--- config.mk ---
export PLATFORM = sky130hd
export DESIGN_NAME = ini_section_key_value_finder_flat
export DESIGN_NICKNAME = d
export VERILOG_FILES = /design/src/hw/rtl/isf_pkg.sv /design/src/hw/rtl/isf_if.sv /design/src/hw/rtl/isf_ram.sv /design/src/hw/rtl/isf_datapath.sv /design/src/hw/rtl/isf_ctrl.sv /design/src/hw/rtl/ini_section_key_value_finder.sv /design/src/flat_wrapper.sv
export SDC_FILE = /design/constraint.sdc
export NUM_CORES = 1
export LEC_CHECK = 0
export ABC_AREA = 1
export BUFFER_PORTS_ARGS = -buffer_cell sky130_fd_sc_hd__buf_2
export CORE_ASPECT_RATIO = 0.5
export CORE_MARGIN = 10
export CORE_UTILIZATION = 65
export DETAILED_ROUTE_END_ITERATION = 10
export GPL_ROUTABILITY_DRIVEN = 0
export PLACE_DENSITY = 0.86
export SETUP_SLACK_MARGIN = 0.15
export SLEW_MARGIN = 10
export SYNTH_ARGS = -nofsm -noshare
export SYNTH_HDL_FRONTEND = slang
export SYNTH_SLANG_ARGS = --single-unit
--- constraint.sdc ---
create_clock -name clock -period 6.9 [get_ports clock]
set_input_delay 1.38 -clock clock [delete_from_list [all_inputs] [get_ports clock]]
set_output_delay 1.38 -clock clock [all_outputs]
set_load 0.005 [all_outputs]
--- src/hw/rtl/isf_pkg.sv ---
// ----------------------------------------------------------------------------
// isf_pkg
// Shared constants, codes and command/status types of the INI section and
// key value finder.
// ----------------------------------------------------------------------------
package isf_pkg;

   // Name and value storage sizes.
   localparam int NAME_CHARS    = 8;
   localparam int VALUE_CHARS   = 32;
   localparam int VALUE_ADDR_W  = (VALUE_CHARS > 1) ? $clog2(VALUE_CHARS) : 1;
   localparam int VALUE_COUNT_W = $clog2(VALUE_CHARS + 1);

   // Field widths fixed by the register map.
   localparam int CFG_DATA_W      = 64;
   localparam int NAME_LEN_W      = 4;
   localparam int NAME_POS_W      = 4;
   localparam int MAX_CHARS_W     = 6;
   localparam int MAX_CHARS_RESET = 31;
   localparam int CSR_INDEX_W     = 3;
   localparam int CMP_W           = VALUE_COUNT_W + MAX_CHARS_W;

   localparam logic [NAME_POS_W-1:0] NAME_POS_MAX = '1;

   // Characters with a meaning in the text.
   localparam logic [7:0] CHAR_SEMICOLON = 8'h3B;
   localparam logic [7:0] CHAR_LBRACKET  = 8'h5B;
   localparam logic [7:0] CHAR_RBRACKET  = 8'h5D;
   localparam logic [7:0] CHAR_EQUALS    = 8'h3D;
   localparam logic [7:0] CHAR_SPACE     = 8'h20;
   localparam logic [7:0] CHAR_LF        = 8'h0A;
   localparam logic [7:0] CHAR_CR        = 8'h0D;

   typedef enum logic [CSR_INDEX_W-1:0] {
      CSR_SECTION_NAME    = 3'd0,
      CSR_SECTION_LENGTH  = 3'd1,
      CSR_KEY_NAME        = 3'd2,
      CSR_KEY_LENGTH      = 3'd3,
      CSR_MAX_VALUE_CHARS = 3'd4
   } csr_index_type;

   typedef enum logic [1:0] {
      STATUS_FOUND     = 2'd0,
      STATUS_NOT_FOUND = 2'd1,
      STATUS_TRUNCATED = 2'd2
   } status_type;

   typedef enum logic [1:0] {
      NAME_NONE,
      NAME_CLEAR,
      NAME_FEED_SECTION,
      NAME_FEED_KEY
   } name_op_type;

   typedef enum logic [1:0] {
      VAL_NONE,
      VAL_CLEAR,
      VAL_WRITE,
      VAL_OVERFLOW
   } val_op_type;

   typedef enum logic [1:0] {
      PUSH_NONE,
      PUSH_NOT_FOUND,
      PUSH_EMPTY,
      PUSH_BYTE
   } push_op_type;

   typedef enum logic [1:0] {
      RD_NONE,
      RD_FIRST,
      RD_NEXT
   } rd_op_type;

   // Controller to datapath.
   typedef struct packed {
      logic        accept;
      name_op_type name_op;
      val_op_type  val_op;
      push_op_type push_op;
      rd_op_type   rd_op;
   } cmd_type;

   // Datapath to controller.
   typedef struct packed {
      logic restart;
      logic eot;
      logic is_semicolon;
      logic is_space;
      logic is_lbracket;
      logic is_rbracket;
      logic is_equals;
      logic is_lf;
      logic is_cr;
      logic section_match;
      logic key_match;
      logic value_room;
      logic value_empty;
      logic emit_last;
      logic out_full;
   } sts_type;

   typedef struct packed {
      logic [7:0] value_byte;
      logic       has_byte;
      logic       last;
      status_type status;
   } rsp_payload_type;

endpackage

--- src/hw/rtl/isf_if.sv ---
// ----------------------------------------------------------------------------
// isf_if
// Valid/ready channels of the finder: text request and value response.
// ----------------------------------------------------------------------------
interface isf_req_if;
   logic       valid;
   logic       ready;
   logic [7:0] text_byte;
   logic       end_of_text;
   logic       restart;

   modport source (output valid, output text_byte, output end_of_text, output restart,
                   input ready);
   modport sink   (input valid, input text_byte, input end_of_text, input restart,
                   output ready);
endinterface

interface isf_rsp_if;
   logic       valid;
   logic       ready;
   logic [7:0] value_byte;
   logic       has_byte;
   logic       last;
   logic [1:0] status;

   modport source (output valid, output value_byte, output has_byte, output last,
                   output status, input ready);
   modport sink   (input valid, input value_byte, input has_byte, input last,
                   input status, output ready);
endinterface

--- src/hw/rtl/isf_ram.sv ---
// ----------------------------------------------------------------------------
// isf_ram
// Generic single write port RAM with one registered read port.
// ----------------------------------------------------------------------------
module isf_ram #(
   parameter int WIDTH = 8,
   parameter int DEPTH = 32
) (
   input  logic                                     clock,
   input  logic                                     wr_en,
   input  logic [((DEPTH > 1) ? $clog2(DEPTH) : 1)-1:0] wr_addr,
   input  logic [WIDTH-1:0]                         wr_data,
   input  logic                                     rd_en,
   input  logic [((DEPTH > 1) ? $clog2(DEPTH) : 1)-1:0] rd_addr,
   output logic [WIDTH-1:0]                         rd_data
);
   logic [WIDTH-1:0] mem_ff [DEPTH];
   logic [WIDTH-1:0] rd_data_ff;

   always_ff @(posedge clock) begin
      if (wr_en) begin
         mem_ff[wr_addr] <= wr_data;
      end
      if (rd_en) begin
         rd_data_ff <= mem_ff[rd_addr];
      end
   end

   assign rd_data = rd_data_ff;
endmodule

--- src/hw/rtl/isf_datapath.sv ---
// ----------------------------------------------------------------------------
// isf_datapath
// Configuration registers, byte decode, on-the-fly name compare, value store
// and the two-entry result queue.
// ----------------------------------------------------------------------------
module isf_datapath (
   input  logic                              clock,
   input  logic                              reset,
   input  logic                              csr_wr_en,
   input  logic [isf_pkg::CSR_INDEX_W-1:0]   csr_index,
   input  logic [isf_pkg::CFG_DATA_W-1:0]    csr_wdata,
   input  logic [7:0]                        text_byte,
   input  logic                              end_of_text,
   input  logic                              restart,
   input  isf_pkg::cmd_type                  cmd,
   output isf_pkg::sts_type                  sts,
   input  logic                              rsp_ready,
   output logic                              rsp_valid,
   output isf_pkg::rsp_payload_type          rsp_payload
);
   import isf_pkg::*;

   logic [CFG_DATA_W-1:0]  section_name_ff;
   logic [NAME_LEN_W-1:0]  section_length_ff;
   logic [CFG_DATA_W-1:0]  key_name_ff;
   logic [NAME_LEN_W-1:0]  key_length_ff;
   logic [MAX_CHARS_W-1:0] max_value_chars_ff;

   logic [NAME_POS_W-1:0]    name_pos_ff, name_pos_in, name_pos_base;
   logic                     name_mismatch_ff, name_mismatch_in, name_mismatch_base;
   logic [VALUE_COUNT_W-1:0] value_count_ff, value_count_in, value_count_base;
   logic                     value_overflow_ff, value_overflow_in, value_overflow_base;
   logic [VALUE_ADDR_W-1:0]  rd_idx_ff, rd_idx_in;

   logic [CFG_DATA_W-1:0] feed_word;
   logic [7:0]            want_byte;
   logic                  char_agrees;

   logic                  ram_wr_en;
   logic                  ram_rd_en;
   logic [VALUE_ADDR_W-1:0] ram_rd_addr;
   logic [7:0]            ram_rd_data;

   rsp_payload_type head_ff, head_in, tail_ff, tail_in, push_data;
   logic            head_valid_ff, head_valid_in, tail_valid_ff, tail_valid_in;
   logic            push, pop;

   // Configuration registers.
   always_ff @(posedge clock) begin
      if (reset) begin
         section_name_ff    <= '0;
         section_length_ff  <= '0;
         key_name_ff        <= '0;
         key_length_ff      <= '0;
         max_value_chars_ff <= MAX_CHARS_W'(MAX_CHARS_RESET);
      end else if (csr_wr_en) begin
         unique case (csr_index)
            CSR_SECTION_NAME:    section_name_ff    <= csr_wdata;
            CSR_SECTION_LENGTH:  section_length_ff  <= csr_wdata[NAME_LEN_W-1:0];
            CSR_KEY_NAME:        key_name_ff        <= csr_wdata;
            CSR_KEY_LENGTH:      key_length_ff      <= csr_wdata[NAME_LEN_W-1:0];
            CSR_MAX_VALUE_CHARS: max_value_chars_ff <= csr_wdata[MAX_CHARS_W-1:0];
            default: ;
         endcase
      end
   end

   // A restart clears the search state before the byte itself is handled, so
   // every decision is taken on these cleared values.
   always_comb begin
      name_pos_base       = restart ? '0 : name_pos_ff;
      name_mismatch_base  = restart ? 1'b0 : name_mismatch_ff;
      value_count_base    = restart ? '0 : value_count_ff;
      value_overflow_base = restart ? 1'b0 : value_overflow_ff;

      feed_word   = (cmd.name_op == NAME_FEED_SECTION) ? section_name_ff : key_name_ff;
      want_byte   = 8'(feed_word >> {name_pos_base[2:0], 3'b000});
      char_agrees = (name_pos_base < NAME_POS_W'(NAME_CHARS)) && (want_byte == text_byte);

      sts.restart       = restart;
      sts.eot           = end_of_text;
      sts.is_semicolon  = text_byte == CHAR_SEMICOLON;
      sts.is_space      = text_byte == CHAR_SPACE;
      sts.is_lbracket   = text_byte == CHAR_LBRACKET;
      sts.is_rbracket   = text_byte == CHAR_RBRACKET;
      sts.is_equals     = text_byte == CHAR_EQUALS;
      sts.is_lf         = text_byte == CHAR_LF;
      sts.is_cr         = text_byte == CHAR_CR;
      sts.section_match = !name_mismatch_base && (name_pos_base == section_length_ff);
      sts.key_match     = !name_mismatch_base && (name_pos_base == key_length_ff);
      sts.value_room    = (CMP_W'(value_count_base) < CMP_W'(VALUE_CHARS))
                          && (CMP_W'(value_count_base) < CMP_W'(max_value_chars_ff));
      sts.value_empty   = value_count_base == '0;
      sts.emit_last     = (VALUE_COUNT_W'(rd_idx_ff) + VALUE_COUNT_W'(1)) == value_count_ff;
      sts.out_full      = tail_valid_ff;
   end

   // Search state updates.
   always_comb begin
      name_pos_in       = name_pos_ff;
      name_mismatch_in  = name_mismatch_ff;
      value_count_in    = value_count_ff;
      value_overflow_in = value_overflow_ff;
      if (cmd.accept) begin
         name_pos_in       = name_pos_base;
         name_mismatch_in  = name_mismatch_base;
         value_count_in    = value_count_base;
         value_overflow_in = value_overflow_base;
         unique case (cmd.name_op)
            NAME_CLEAR: begin
               name_pos_in      = '0;
               name_mismatch_in = 1'b0;
            end
            NAME_FEED_SECTION, NAME_FEED_KEY: begin
               name_mismatch_in = name_mismatch_base | !char_agrees;
               if (name_pos_base != NAME_POS_MAX) begin
                  name_pos_in = name_pos_base + NAME_POS_W'(1);
               end
            end
            default: ;
         endcase
         unique case (cmd.val_op)
            VAL_CLEAR: begin
               value_count_in    = '0;
               value_overflow_in = 1'b0;
            end
            VAL_WRITE:    value_count_in    = value_count_base + VALUE_COUNT_W'(1);
            VAL_OVERFLOW: value_overflow_in = 1'b1;
            default: ;
         endcase
      end
   end

   // Value store and its read pointer.
   always_comb begin
      ram_wr_en   = cmd.accept && (cmd.val_op == VAL_WRITE);
      ram_rd_en   = 1'b0;
      ram_rd_addr = rd_idx_ff;
      rd_idx_in   = rd_idx_ff;
      unique case (cmd.rd_op)
         RD_FIRST: begin
            ram_rd_en   = 1'b1;
            ram_rd_addr = '0;
            rd_idx_in   = '0;
         end
         RD_NEXT: begin
            ram_rd_en   = 1'b1;
            ram_rd_addr = rd_idx_ff + VALUE_ADDR_W'(1);
            rd_idx_in   = rd_idx_ff + VALUE_ADDR_W'(1);
         end
         default: ;
      endcase
   end

   isf_ram #(
      .WIDTH (8),
      .DEPTH (VALUE_CHARS)
   ) u_value_ram (
      .clock   (clock),
      .wr_en   (ram_wr_en),
      .wr_addr (value_count_base[VALUE_ADDR_W-1:0]),
      .wr_data (text_byte),
      .rd_en   (ram_rd_en),
      .rd_addr (ram_rd_addr),
      .rd_data (ram_rd_data)
   );

   // Result queue: the head is shown on the port, the tail takes a result
   // while the head is stalled.
   always_comb begin
      push = cmd.push_op != PUSH_NONE;
      pop  = head_valid_ff && rsp_ready;

      push_data.value_byte = 8'h00;
      push_data.has_byte   = 1'b0;
      push_data.last       = 1'b1;
      push_data.status     = value_overflow_base ? STATUS_TRUNCATED : STATUS_FOUND;
      unique case (cmd.push_op)
         PUSH_NOT_FOUND: push_data.status = STATUS_NOT_FOUND;
         PUSH_BYTE: begin
            push_data.value_byte = ram_rd_data;
            push_data.has_byte   = 1'b1;
            push_data.last       = sts.emit_last;
            push_data.status     = value_overflow_ff ? STATUS_TRUNCATED : STATUS_FOUND;
         end
         default: ;
      endcase

      head_in       = head_ff;
      tail_in       = tail_ff;
      head_valid_in = head_valid_ff;
      tail_valid_in = tail_valid_ff;
      if (!head_valid_ff || pop) begin
         if (tail_valid_ff) begin
            head_in       = tail_ff;
            head_valid_in = 1'b1;
            tail_in       = push_data;
            tail_valid_in = push;
         end else begin
            head_in       = push_data;
            head_valid_in = push;
            tail_valid_in = 1'b0;
         end
      end else if (push) begin
         tail_in       = push_data;
         tail_valid_in = 1'b1;
      end
   end

   always_ff @(posedge clock) begin
      if (reset) begin
         name_pos_ff       <= '0;
         name_mismatch_ff  <= 1'b0;
         value_count_ff    <= '0;
         value_overflow_ff <= 1'b0;
         head_valid_ff     <= 1'b0;
         tail_valid_ff     <= 1'b0;
      end else begin
         name_pos_ff       <= name_pos_in;
         name_mismatch_ff  <= name_mismatch_in;
         value_count_ff    <= value_count_in;
         value_overflow_ff <= value_overflow_in;
         head_valid_ff     <= head_valid_in;
         tail_valid_ff     <= tail_valid_in;
      end
      rd_idx_ff <= rd_idx_in;
      head_ff   <= head_in;
      tail_ff   <= tail_in;
   end

   assign rsp_valid   = head_valid_ff;
   assign rsp_payload = head_ff;
endmodule

--- src/hw/rtl/isf_ctrl.sv ---
// ----------------------------------------------------------------------------
// isf_ctrl
// Parser state machine: tracks the parse mode and skipped lines, and runs the
// read-out of a buffered value.
// ----------------------------------------------------------------------------
module isf_ctrl (
   input  logic              clock,
   input  logic              reset,
   input  logic              req_valid,
   output logic              req_ready,
   input  isf_pkg::sts_type  sts,
   output isf_pkg::cmd_type  cmd
);
   import isf_pkg::*;

   typedef enum logic {
      CT_RUN,
      CT_EMIT
   } ctl_state_type;

   typedef enum logic [2:0] {
      MODE_SEEK,
      MODE_SECNAME,
      MODE_KEY,
      MODE_VALUE,
      MODE_IDLE
   } mode_type;

   ctl_state_type state_ff, state_in;
   mode_type      mode_ff, mode_in, mode_eff;
   logic          skip_ff, skip_in, skip_eff;
   logic          accept;
   logic          emit_value;

   always_comb begin
      state_in    = state_ff;
      mode_in     = mode_ff;
      skip_in     = skip_ff;
      emit_value  = 1'b0;
      req_ready   = (state_ff == CT_RUN) && !sts.out_full;
      accept      = req_valid && req_ready;
      cmd.accept  = accept;
      cmd.name_op = NAME_NONE;
      cmd.val_op  = VAL_NONE;
      cmd.push_op = PUSH_NONE;
      cmd.rd_op   = RD_NONE;
      mode_eff    = sts.restart ? MODE_SEEK : mode_ff;
      skip_eff    = skip_ff && !sts.restart;

      unique case (state_ff)
         CT_RUN: begin
            if (accept) begin
               mode_in = mode_eff;
               skip_in = skip_eff;
               if (mode_eff != MODE_IDLE) begin
                  priority if (sts.eot) begin
                     cmd.push_op = PUSH_NOT_FOUND;
                     mode_in     = MODE_IDLE;
                  end else if (skip_eff) begin
                     if (sts.is_lf) begin
                        skip_in = 1'b0;
                        if (mode_eff == MODE_KEY) begin
                           cmd.name_op = NAME_CLEAR;
                        end
                     end
                  end else if (sts.is_semicolon) begin
                     if (mode_eff == MODE_VALUE) begin
                        emit_value = 1'b1;
                     end else begin
                        skip_in = 1'b1;
                        if (mode_eff == MODE_KEY) begin
                           cmd.name_op = NAME_CLEAR;
                        end
                     end
                  end else if (!sts.is_space) begin
                     unique case (mode_eff)
                        MODE_SEEK: begin
                           if (sts.is_lbracket) begin
                              mode_in     = MODE_SECNAME;
                              cmd.name_op = NAME_CLEAR;
                           end
                        end
                        MODE_SECNAME: begin
                           if (sts.is_rbracket) begin
                              cmd.name_op = NAME_CLEAR;
                              if (sts.section_match) begin
                                 mode_in = MODE_KEY;
                                 skip_in = 1'b1;
                              end else begin
                                 mode_in = MODE_SEEK;
                              end
                           end else begin
                              cmd.name_op = NAME_FEED_SECTION;
                           end
                        end
                        MODE_KEY: begin
                           priority if (sts.is_lbracket || sts.is_rbracket) begin
                              cmd.push_op = PUSH_NOT_FOUND;
                              mode_in     = MODE_IDLE;
                           end else if (sts.is_equals) begin
                              cmd.name_op = NAME_CLEAR;
                              if (sts.key_match) begin
                                 mode_in    = MODE_VALUE;
                                 cmd.val_op = VAL_CLEAR;
                              end else begin
                                 skip_in = 1'b1;
                              end
                           end else if (sts.is_lf || sts.is_cr) begin
                              cmd.name_op = NAME_CLEAR;
                           end else begin
                              cmd.name_op = NAME_FEED_KEY;
                           end
                        end
                        MODE_VALUE: begin
                           priority if (sts.is_lf || sts.is_cr) begin
                              emit_value = 1'b1;
                           end else if (sts.value_room) begin
                              cmd.val_op = VAL_WRITE;
                           end else begin
                              cmd.val_op = VAL_OVERFLOW;
                           end
                        end
                        default: mode_in = MODE_IDLE;
                     endcase
                  end
               end
               // The value ends: an empty one is a single result, otherwise
               // the store is read out one character per transfer.
               if (emit_value) begin
                  mode_in = MODE_IDLE;
                  if (sts.value_empty) begin
                     cmd.push_op = PUSH_EMPTY;
                  end else begin
                     cmd.rd_op = RD_FIRST;
                     state_in  = CT_EMIT;
                  end
               end
            end
         end
         CT_EMIT: begin
            if (!sts.out_full) begin
               cmd.push_op = PUSH_BYTE;
               if (sts.emit_last) begin
                  state_in = CT_RUN;
               end else begin
                  cmd.rd_op = RD_NEXT;
               end
            end
         end
         default: state_in = CT_RUN;
      endcase
   end

   always_ff @(posedge clock) begin
      if (reset) begin
         state_ff <= CT_RUN;
         mode_ff  <= MODE_SEEK;
         skip_ff  <= 1'b0;
      end else begin
         state_ff <= state_in;
         mode_ff  <= mode_in;
         skip_ff  <= skip_in;
      end
   end
endmodule

--- src/hw/rtl/ini_section_key_value_finder.sv ---
// ----------------------------------------------------------------------------
// ini_section_key_value_finder
// Scans INI text for a configured key within a configured section and
// returns its value one character per response transfer.
// ----------------------------------------------------------------------------
// Usage: text enters on req_if, one byte per transfer, with end_of_text to
// mark the end of the file and restart to begin a new search. Section name,
// key name, their lengths and the value limit are written on the csr_ port
// while the block is idle.
// Throughput: one text byte per cycle while the text is scanned and the
// response queue has room. When a value ends, input is held while its
// characters are read out; the read of the first character is issued
// with the byte that ends the value. A not-found or empty-value response
// is pushed into the queue with the byte that caused it; each value
// character passes the value store's read register and then the queue.
// Responses pass through a two-entry queue, so scanning continues while a
// response waits; a stalled receiver holds input only once both entries are
// taken. Every response of a search carries the same status, and the final
// one has last set. After it, input is dropped until a restart.
// Reset clears the search and sets the registers to their defaults; the
// value store needs no clearing pass.
// ----------------------------------------------------------------------------
module ini_section_key_value_finder (
   input  logic                            clock,
   input  logic                            reset,
   input  logic                            csr_wr_en,
   input  logic [isf_pkg::CSR_INDEX_W-1:0] csr_index,
   input  logic [isf_pkg::CFG_DATA_W-1:0]  csr_wdata,
   isf_req_if.sink                         req_if,
   isf_rsp_if.source                       rsp_if
);
   import isf_pkg::*;

   cmd_type         cmd;
   sts_type         sts;
   rsp_payload_type rsp_payload;

   isf_ctrl u_ctrl (
      .clock     (clock),
      .reset     (reset),
      .req_valid (req_if.valid),
      .req_ready (req_if.ready),
      .sts       (sts),
      .cmd       (cmd)
   );

   isf_datapath u_datapath (
      .clock       (clock),
      .reset       (reset),
      .csr_wr_en   (csr_wr_en),
      .csr_index   (csr_index),
      .csr_wdata   (csr_wdata),
      .text_byte   (req_if.text_byte),
      .end_of_text (req_if.end_of_text),
      .restart     (req_if.restart),
      .cmd         (cmd),
      .sts         (sts),
      .rsp_ready   (rsp_if.ready),
      .rsp_valid   (rsp_if.valid),
      .rsp_payload (rsp_payload)
   );

   assign rsp_if.value_byte = rsp_payload.value_byte;
   assign rsp_if.has_byte   = rsp_payload.has_byte;
   assign rsp_if.last       = rsp_payload.last;
   assign rsp_if.status     = rsp_payload.status;
endmodule

--- src/flat_wrapper.sv ---
// flat-port wrapper written by rule: the top's interface ports become plain ports
module ini_section_key_value_finder_flat import isf_pkg::*;
  (clock, reset, csr_wr_en, csr_index, csr_wdata, req_if_valid, req_if_text_byte, req_if_end_of_text, req_if_restart, req_if_ready, rsp_if_valid, rsp_if_value_byte, rsp_if_has_byte, rsp_if_last, rsp_if_status, rsp_if_ready);
  isf_req_if req_if_i ();
  isf_rsp_if rsp_if_i ();
  input  logic clock;
  input  logic reset;
  input  logic csr_wr_en;
  input  logic [isf_pkg::CSR_INDEX_W-1:0] csr_index;
  input  logic [isf_pkg::CFG_DATA_W-1:0] csr_wdata;
  input wire logic [$bits(req_if_i.valid)-1:0] req_if_valid;
  input wire logic [$bits(req_if_i.text_byte)-1:0] req_if_text_byte;
  input wire logic [$bits(req_if_i.end_of_text)-1:0] req_if_end_of_text;
  input wire logic [$bits(req_if_i.restart)-1:0] req_if_restart;
  output wire logic [$bits(req_if_i.ready)-1:0] req_if_ready;
  output wire logic [$bits(rsp_if_i.valid)-1:0] rsp_if_valid;
  output wire logic [$bits(rsp_if_i.value_byte)-1:0] rsp_if_value_byte;
  output wire logic [$bits(rsp_if_i.has_byte)-1:0] rsp_if_has_byte;
  output wire logic [$bits(rsp_if_i.last)-1:0] rsp_if_last;
  output wire logic [$bits(rsp_if_i.status)-1:0] rsp_if_status;
  input wire logic [$bits(rsp_if_i.ready)-1:0] rsp_if_ready;
  assign req_if_i.valid = req_if_valid;
  assign req_if_i.text_byte = req_if_text_byte;
  assign req_if_i.end_of_text = req_if_end_of_text;
  assign req_if_i.restart = req_if_restart;
  assign req_if_ready = req_if_i.ready;
  assign rsp_if_valid = rsp_if_i.valid;
  assign rsp_if_value_byte = rsp_if_i.value_byte;
  assign rsp_if_has_byte = rsp_if_i.has_byte;
  assign rsp_if_last = rsp_if_i.last;
  assign rsp_if_status = rsp_if_i.status;
  assign rsp_if_i.ready = rsp_if_ready;
  ini_section_key_value_finder u_core (.clock(clock), .reset(reset), .csr_wr_en(csr_wr_en), .csr_index(csr_index), .csr_wdata(csr_wdata), .req_if(req_if_i), .rsp_if(rsp_if_i));
endmodule
==> results_dict.tcl, run 1 <==
set metrics [dict create \
    clk_latency_ns 0.58 \
    dp.cells 2448 \
    layout-drive-gt1-share_pct 10.1 \
    arrival_ns 5.99 \
    drt-wirelength-per-cell_um 20.8 \
    clockBufferDepth 3 \
    drtPass1Iterations 7 \
    drc 0 \
    yosysSeqAreaShare_pct 61.2 \
    pin_count 96 \
    synth_cells 2058 \
    startpoint_type "input pin" \
    viasPerCell 6.39 \
    finalSetupViolCount 0 \
    synth_seq_cells 454 \
    routed-via-count 16100 \
    max_freq_ghz 0.179 \
    slew_headroom_pct 22.5 \
    critPathMaxFanout 65 \
    timing.rr.start "u_core.u_datapath.rd_idx_ff[0]" \
    nNetsFinal 2194 \
    layout_common_cells "449 x nor2_1, 288 x edfxtp_1, 276 x o21ai_0" \
    hp-class "reg -> reg" \
    tritoncts "done" \
    yosys_warnings 0 \
    final_common_cell "nor2_1" \
    drv_cap 0 \
    cts-hold-fix-buffers 0 \
    hpwlAfterDp_um 31600 \
    gr-total-overflow 0 \
    setup.worst_path.start "req_if_text_byte[5]" \
    cpPeakStageDelay_ns 0.54 \
    yosys.area.top_type_share_pct 44.2 \
    crit_path_top_delay_cell "buf_4" \
    cts_resized 0 \
    grt_util_all_layers_pct 27.0 \
    cts_buffers 40 \
    core_sq_mm 0.0293 \
    synth.avg_cell_area_sq_um 9.51 \
    rsz0062_at_grt "false" \
    synthTopCellsByArea "edfxtp_1 44%, dfxtp_1 17%, nor2_1 8.6%, o21ai_0 7.1%, nand3_1 5.0%" \
    hold_ws_ns 0.456 \
    clk_pin_slew_ns 0.07 \
    required_ns 7.32 \
    area_growth_pct 10.8 \
    vdd_drop_max_mv 0.196 \
    antenna_found_initial 0 \
    yosys.cell_types.count 46 \
    die_w_um 265 \
    hold_viol 0 \
    finalSetupTns_ns 0 \
    synth_top_cell_by_area "edfxtp_1" \
    initial_utilization_pct 66.7 \
    synth_area_sq_mm 0.0196 \
    period_minus_slack_ns 5.57 \
    finalNonFillerCells 2521 \
    die_area_sq_mm 0.0379 \
    critPathKind "in -> reg" \
    routed_wirelength_um 52400 \
    hp-start "u_core.u_datapath.section_name_ff[9]" \
    grt_pass1_wl_um 81800 \
    cp-end-kind "flop" \
    fin_worst_skew_ns 0.0253 \
    grt_pass1_vias 14900 \
    cts_setup_buffers 0 \
    drt_iter0_markers 2496 \
    fp-row-count 44 \
    power.density_mw_per_mm2 274 \
    final_max_slew_viol_count 0 \
    path_cells "buf_2, nand2_1, nor2_1, inv_2, nor2_1, nor2_1, nor3_1, nand3_1, ha_1, inv_2, nand2_1, o22ai_4, buf_4, o21ai_0, o221ai_1, nand3_1, nand2_1, a31oi_1, a31oi_1" \
    power.leakage_uw 0.00790 \
    worstMarginPinSlew_ns 1.16 \
    portBuffers 95 \
    clock_sinks 454 \
    die_h_um 143 \
    htreeDepth 2 \
    num_antenna_cells 0 \
    min_period_over_period_pct 80.7 \
    ctsRootBufferMaster "clkbuf_16" \
    syn_nets 2153 \
    route.antenna.remaining_nets 0 \
    status "finished, final reports clean" \
    grt_max_degree 129 \
]
## sequential cells by signal, indices dropped and copies added, names as in the netlist
| name | cells |
|---|---|
| u_core.u_datapath.tail_ff | 12 |
| u_core.u_datapath.rd_idx_ff | 5 |
| u_core.u_ctrl.state_ff | 1 |
| u_core.u_datapath.u_value_ram.mem_ff | 256 |
| u_core.u_datapath.value_overflow_ff | 1 |
| u_core.u_datapath.name_mismatch_ff | 1 |
| u_core.u_datapath.rsp_payload | 12 |
| u_core.u_datapath.rsp_valid | 1 |
| u_core.u_ctrl.mode_ff | 3 |
| u_core.u_datapath.section_name_ff | 64 |
| u_core.u_datapath.max_value_chars_ff | 6 |
| u_core.u_datapath.value_count_ff | 6 |
| u_core.u_ctrl.skip_ff | 1 |
| u_core.u_datapath.u_value_ram.rd_data | 8 |
| u_core.u_datapath.tail_valid_ff | 1 |
| u_core.u_datapath.name_pos_ff | 4 |
| u_core.u_datapath.key_length_ff | 4 |
| u_core.u_datapath.key_name_ff | 64 |
| u_core.u_datapath.section_length_ff | 4 |
## final timing paths
path,slack [ns],to,cells past startpoint
setup reg to reg,2.10,u_core.u_datapath.u_value_ram.rd_data[1],20
hold reg to reg,0.46,u_core.u_datapath.section_name_ff[9],2
hold / removal,0.46,u_core.u_datapath.section_name_ff[9],2
setup / recovery,1.33,u_core.u_datapath.u_value_ram.rd_data[1],19
## cell usage after synthesis (all sizes together)
cell	count
nor2	454
o21ai	297
edfxtp	288
nand2	198
nand3	195
dfxtp	166
inv	113
clkbuf	99
o221ai	66
a21oi	44
buf	27
a31oi	23
o211ai	21
ha	13
nor3	10
nand4	6
xor2	6
o22ai	5
a211oi	4
o21a	4
a221oi	2
clkinv	2
nand3b	2
o31ai	2
or2	2
xnor2	2
a211o	1
a21boi	1
a311oi	1
and2	1
nor4	1
o21bai	1
o311ai	1
## kinds of logic after synthesis
logic type / share of synthesized area [%]
buf+inv: 5.07
flops: 61.2
xor+xnor: 0.358
simple gates: 18.5
fa+ha+maj: 0.831
compound gates: 14.1
## layout make-up
cell class | instances | area, sq um
tap | 391 | 489
sequential | 454 | 12000
multi-input combinational | 1363 | 6650
clock buffer | 52 | 1160
inverter | 115 | 439
timing repair buffer | 125 | 726
clock inverter | 21 | 251
fill | 1931 | 7660
## metal layers
layer | track usage [%] | routed length, um
met1 | 35.5 | 19900
met2 | 42.7 | 23800
met3 | 6.91 | 6490
met4 | 11.0 | 2190
met5 | 0 | 0
## worst max-delay path: cells and delay by family
| kind | cells | cell delay [ns] |
|---|---|---|
| simple gates | 9 | 1.85 |
| buf+inv | 4 | 1.34 |
| compound gates | 5 | 0.96 |
| fa+ha+maj | 1 | 0.35 |
## report_power, final
group	total [uW]	leakage [uW]	switching [uW]	internal, uW
Sequential	2950	0.00397	21.3	2930
Combinational	581	0.00324	412	169
Clock	2420	0.000694	1010	1410
## metrics by stage
stage	setup WS [ns]	util [%]	cell area, sq um	power (uW)
2_1_floorplan	2.41	-	19600	3350
3_3_place_gp	1.28	69.1	20300	3540
3_5_place_dp	0.951	69.1	20300	3560
4_1_cts	1.48	73.9	21700	5930
5_1_grt	0.869	73.9	21700	6110
6_report	1.33	73.9	21700	5950
No activity file was read; power rests on OpenSTA's default activity.
==> run 2, diff against run 1 <==
--- a/config.mk
+++ b/config.mk
@@ -5,14 +5,14 @@
 export SDC_FILE = /design/constraint.sdc
 export NUM_CORES = 1
 export LEC_CHECK = 0
-export ABC_AREA = 1
+export ABC_AREA = 0
 export BUFFER_PORTS_ARGS = -buffer_cell sky130_fd_sc_hd__buf_2
 export CORE_ASPECT_RATIO = 0.5
 export CORE_MARGIN = 10
-export CORE_UTILIZATION = 65
+export CORE_UTILIZATION = 55
 export DETAILED_ROUTE_END_ITERATION = 10
 export GPL_ROUTABILITY_DRIVEN = 0
-export PLACE_DENSITY = 0.86
+export PLACE_DENSITY = 0.77
 export SETUP_SLACK_MARGIN = 0.15
 export SLEW_MARGIN = 10
 export SYNTH_ARGS = -nofsm -noshare
==> constraint.sdc (replaced) <==
create_clock -name clock -period 4.5 [get_ports clock]
set_input_delay 0.9 -clock clock [delete_from_list [all_inputs] [get_ports clock]]
set_output_delay 0.9 -clock clock [all_outputs]
set_load 0.005 [all_outputs]
==> run 2 against run 1 <==
First-iteration DRC count decreased by 24%. Sequential share of layout area decreased by 2.6 points. Global-route usage decreased by 4.5 points. Synthesized area increased by 0.70%. Wire length decreased by 1.2%. Sequential cell count unchanged. Critical path depth decreased by 2. Core utilization decreased by 8.7 points. Non-clock buffer count increased by 83. Combinational power decreased by 30%. Final cell count increased by 3.1%. Via count decreased by 3.7%. Largest cell class unchanged.
==> results_dict.tcl, run 2 <==
set metrics [dict create \
    status "finished, final reports clean" \
    drt-wirelength-per-cell_um 19.9 \
    cp-end-kind "flop" \
    yosys.cell_types.count 76 \
    tritoncts "done" \
    synth_seq_cells 454 \
    hp-class "reg -> reg" \
    arrival_ns 4.55 \
    p_clk_share_pct 42.8 \
    initial_utilization_pct 56.5 \
    portBuffers 95 \
    largest_reg_flops 256 \
    crit_path_top_delay_cell "dfxtp_1" \
    switching_power_uw 1840 \
    p_comb_share_pct 4.8 \
    yosys_warnings 0 \
    clk_pin_slew_ns 0.07 \
    synth-main-ff-cell "edfxtp_1" \
    setup.worst_path.start "u_core.u_datapath.rd_idx_ff[0]" \
    route.antenna.remaining_nets 0 \
    final_common_cell "nand2_1" \
    htreeDepth 2 \
    final_max_slew_viol_count 0 \
    gr-total-overflow 0 \
    fill_cells 2623 \
    hold_viol 0 \
    startpoint_type "flop" \
    rrSetupSlack_ns 0.34 \
    critPathKind "reg -> reg" \
    hpwlAfterDp_um 33100 \
    regMostFlops "u_core.u_datapath.u_value_ram.mem_ff" \
    die_w_um 288 \
    grt_max_degree 87 \
    power.leakage_uw 0.00820 \
    worstMarginPinSlew_ns 1.07 \
    postLayoutCellArea_sq_mm 0.0228 \
    slew_headroom_pct 28.7 \
    syn_nets 2066 \
    synth_cells 1971 \
    grt_pass1_vias 14700 \
    power.density_mw_per_mm2 375 \
    synth_area_sq_mm 0.0197 \
    finalSetupViolCount 0 \
    layout_common_cells "613 x nand2_1, 288 x edfxtp_1, 182 x a21oi_1" \
    endpoint "u_core.u_datapath.u_value_ram.rd_data[7]" \
    required_ns 4.89 \
    synth_top_cell_by_area "edfxtp_1" \
    pin_count 96 \
    drt_iter0_markers 1890 \
    synth.most_common_cell "nand2_1" \
    die_h_um 154 \
    seq_power_share_pct 52.4 \
    routed_wirelength_um 51800 \
    timing.rr.start "u_core.u_datapath.rd_idx_ff[0]" \
    layout-drive-gt1-share_pct 14.8 \
    r2r-end "u_core.u_datapath.u_value_ram.rd_data[7]" \
    grt_pass1_wl_um 80800 \
    cpPeakStageDelay_ns 0.38 \
    yosys-top-cells-count "614 x nand2_1, 288 x edfxtp_1, 182 x a21oi_1" \
    ctsRootBufferMaster "clkbuf_16" \
    clock_sinks 454 \
    swShare_pct 21.6 \
    yosysSeqAreaShare_pct 60.7 \
    post_dp_cell_area_sq_mm 0.0213 \
    ff2ff_path_depth 17 \
    yosys.area.top_type_share_pct 43.9 \
    clockBufferDepth 3 \
    area_growth_pct 15.4 \
    nNetsFinal 2184 \
    critPathMaxFanout 12 \
    largestRegisters "u_core.u_datapath.u_value_ram.mem_ff: 256 flops, u_core.u_datapath.key_name_ff: 64 flops, u_core.u_datapath.section_name_ff: 64 flops" \
    drv_cap 0 \
    routed-via-count 15500 \
    synthTopCellsByArea "edfxtp_1 44%, dfxtp_1 17%, nand2_1 12%, a21oi_1 4.6%, a311oi_1 2.5%" \
    die_area_sq_mm 0.0443 \
    antenna_found_initial 4 \
    core_sq_mm 0.0349 \
    path_cells "ha_1, and2_1, nor2b_1, o311ai_0, o31ai_1, nand4_1, and2_2, ha_1, or3_1, and2_2, buf_4, and3_1, a311oi_1, a31oi_1, a21oi_1, nand2_1, o31ai_1" \
    synth_edf_count 288 \
    grt_util_all_layers_pct 22.5 \
    drc 0 \
    cts_buffers 40 \
    rsz0062_at_grt "true" \
    power_uw 8530 \
    vdd_drop_max_mv 0.277 \
    synthArstFlopShare_pct 0 \
    period_minus_slack_ns 4.16 \
    min_period_over_period_pct 92.5 \
    drtPass1Iterations 7 \
    fp-row-count 48 \
    intPower_uw 6690 \
    clk_latency_ns 0.56 \
    viasPerCell 5.97 \
    fin_worst_skew_ns 0.0155 \
    max_freq_ghz 0.240 \
    synth.avg_cell_area_sq_um 10.0 \
]
-- run 2: cell types whose count changed after synthesis, sizes merged, moves of 65 or more --
cell and change:
a21oi +139, nor2 -367, nand3 -105, inv -87, o221ai -65, o21ai -259
nand2 +417
-- run 2: area by class of cell --
type                            instances  area [sq um]  area share [%]
Clock inverter                         23           283            1.24
Multi-Input combinational cell       1357          7180            31.6
Inverter                               28           106           0.467
Sequential cell                       454         12000            52.6
Clock buffer                           51          1110            4.86
Antenna cell                            2          5.00          0.0220
Tap cell                              475           594            2.61
Timing Repair Buffer                  208          1510            6.62
-- run 2: worst min path at each step --
stage / start / end / slack (ns) / cells after the start
floorplan: u_core.u_datapath.section_name_ff[31] / u_core.u_datapath.section_name_ff[31] / 0.43 / 2
global placement: u_core.u_datapath.section_name_ff[41] / u_core.u_datapath.section_name_ff[41] / 0.44 / 2
detailed placement: u_core.u_datapath.section_name_ff[31] / u_core.u_datapath.section_name_ff[31] / 0.44 / 2
CTS: u_core.u_datapath.section_name_ff[31] / u_core.u_datapath.section_name_ff[31] / 0.45 / 2
global route: u_core.u_datapath.key_name_ff[3] / u_core.u_datapath.key_name_ff[3] / 0.46 / 2
finish: u_core.u_datapath.key_name_ff[3] / u_core.u_datapath.key_name_ff[3] / 0.45 / 2
-- run 2: timing repair --
| action | in CTS | in global routing |
|---|---|---|
| setup buffers | 0 | 0 |
| hold buffers | 0 | 0 |
| endpoints found under the hold margin | 0 | 0 |
| resized for setup | 0 | 7 |
| setup endpoints to repair | 0 | 6 |
-- run 2: cell families (layout without fill, tap and decap cells) --
group,Yosys count,after routing,synth area share [%]
and+or+nand+nor,926,926,20.4
DFF,454,454,60.7
AOI/OAI and AO/OA,369,369,11.8
buffers and inverters,160,310,3.18
muxes,30,30,2.29
xor gates and xnor gates,19,19,0.844
adders and majority gates,13,13,0.825
other,0,2,0
-- run 2: metrics by stage --
stage / instances / hold slack, ns / util [%] / TNS (ns) / setup slack, ns
after CTS: 2594 / 0.452 / 64.9 / 0 / 0.273
final: 2598 / 0.450 / 65.2 / 0 / 0.340
after floorplan: 1971 / 0.432 / - / 0 / 0.172
after global placement: 2520 / 0.438 / 60.9 / 0 / 0.111
after detailed placement: 2520 / 0.443 / 60.9 / -0.0704 / -0.0593
after global routing: 2598 / 0.464 / 65.2 / 0 / 0.146
-- run 2: power by group through the flow --
stage	Combinational, uW	Clock [uW]	Sequential [uW]
2_1_floorplan	198	0	4560
3_3_place_gp	387	0	4560
3_5_place_dp	396	0	4560
4_1_cts	398	3670	4470
5_1_grt	441	3840	4470
6_report	406	3650	4470
-- run 2: worst max-delay path, delay by kind of cell (launching register included) --
kind,cells,cell delay [ns]
simple gates,8,1.49
buf+inv,1,0.20
compound gates,6,1.33
fa+ha+maj,2,0.60
flops,1,0.38
-- run 2: layer usage --
layer	share of wire, %	wire, um	vias up	GRT usage, %
met1	41	21200	7460	30.6
li1	-	-	7213	-
met4	2.8	1470	0	7.33
met2	47	24500	736	36.6
met5	0	0	-	0
met3	8.8	4550	108	3.46
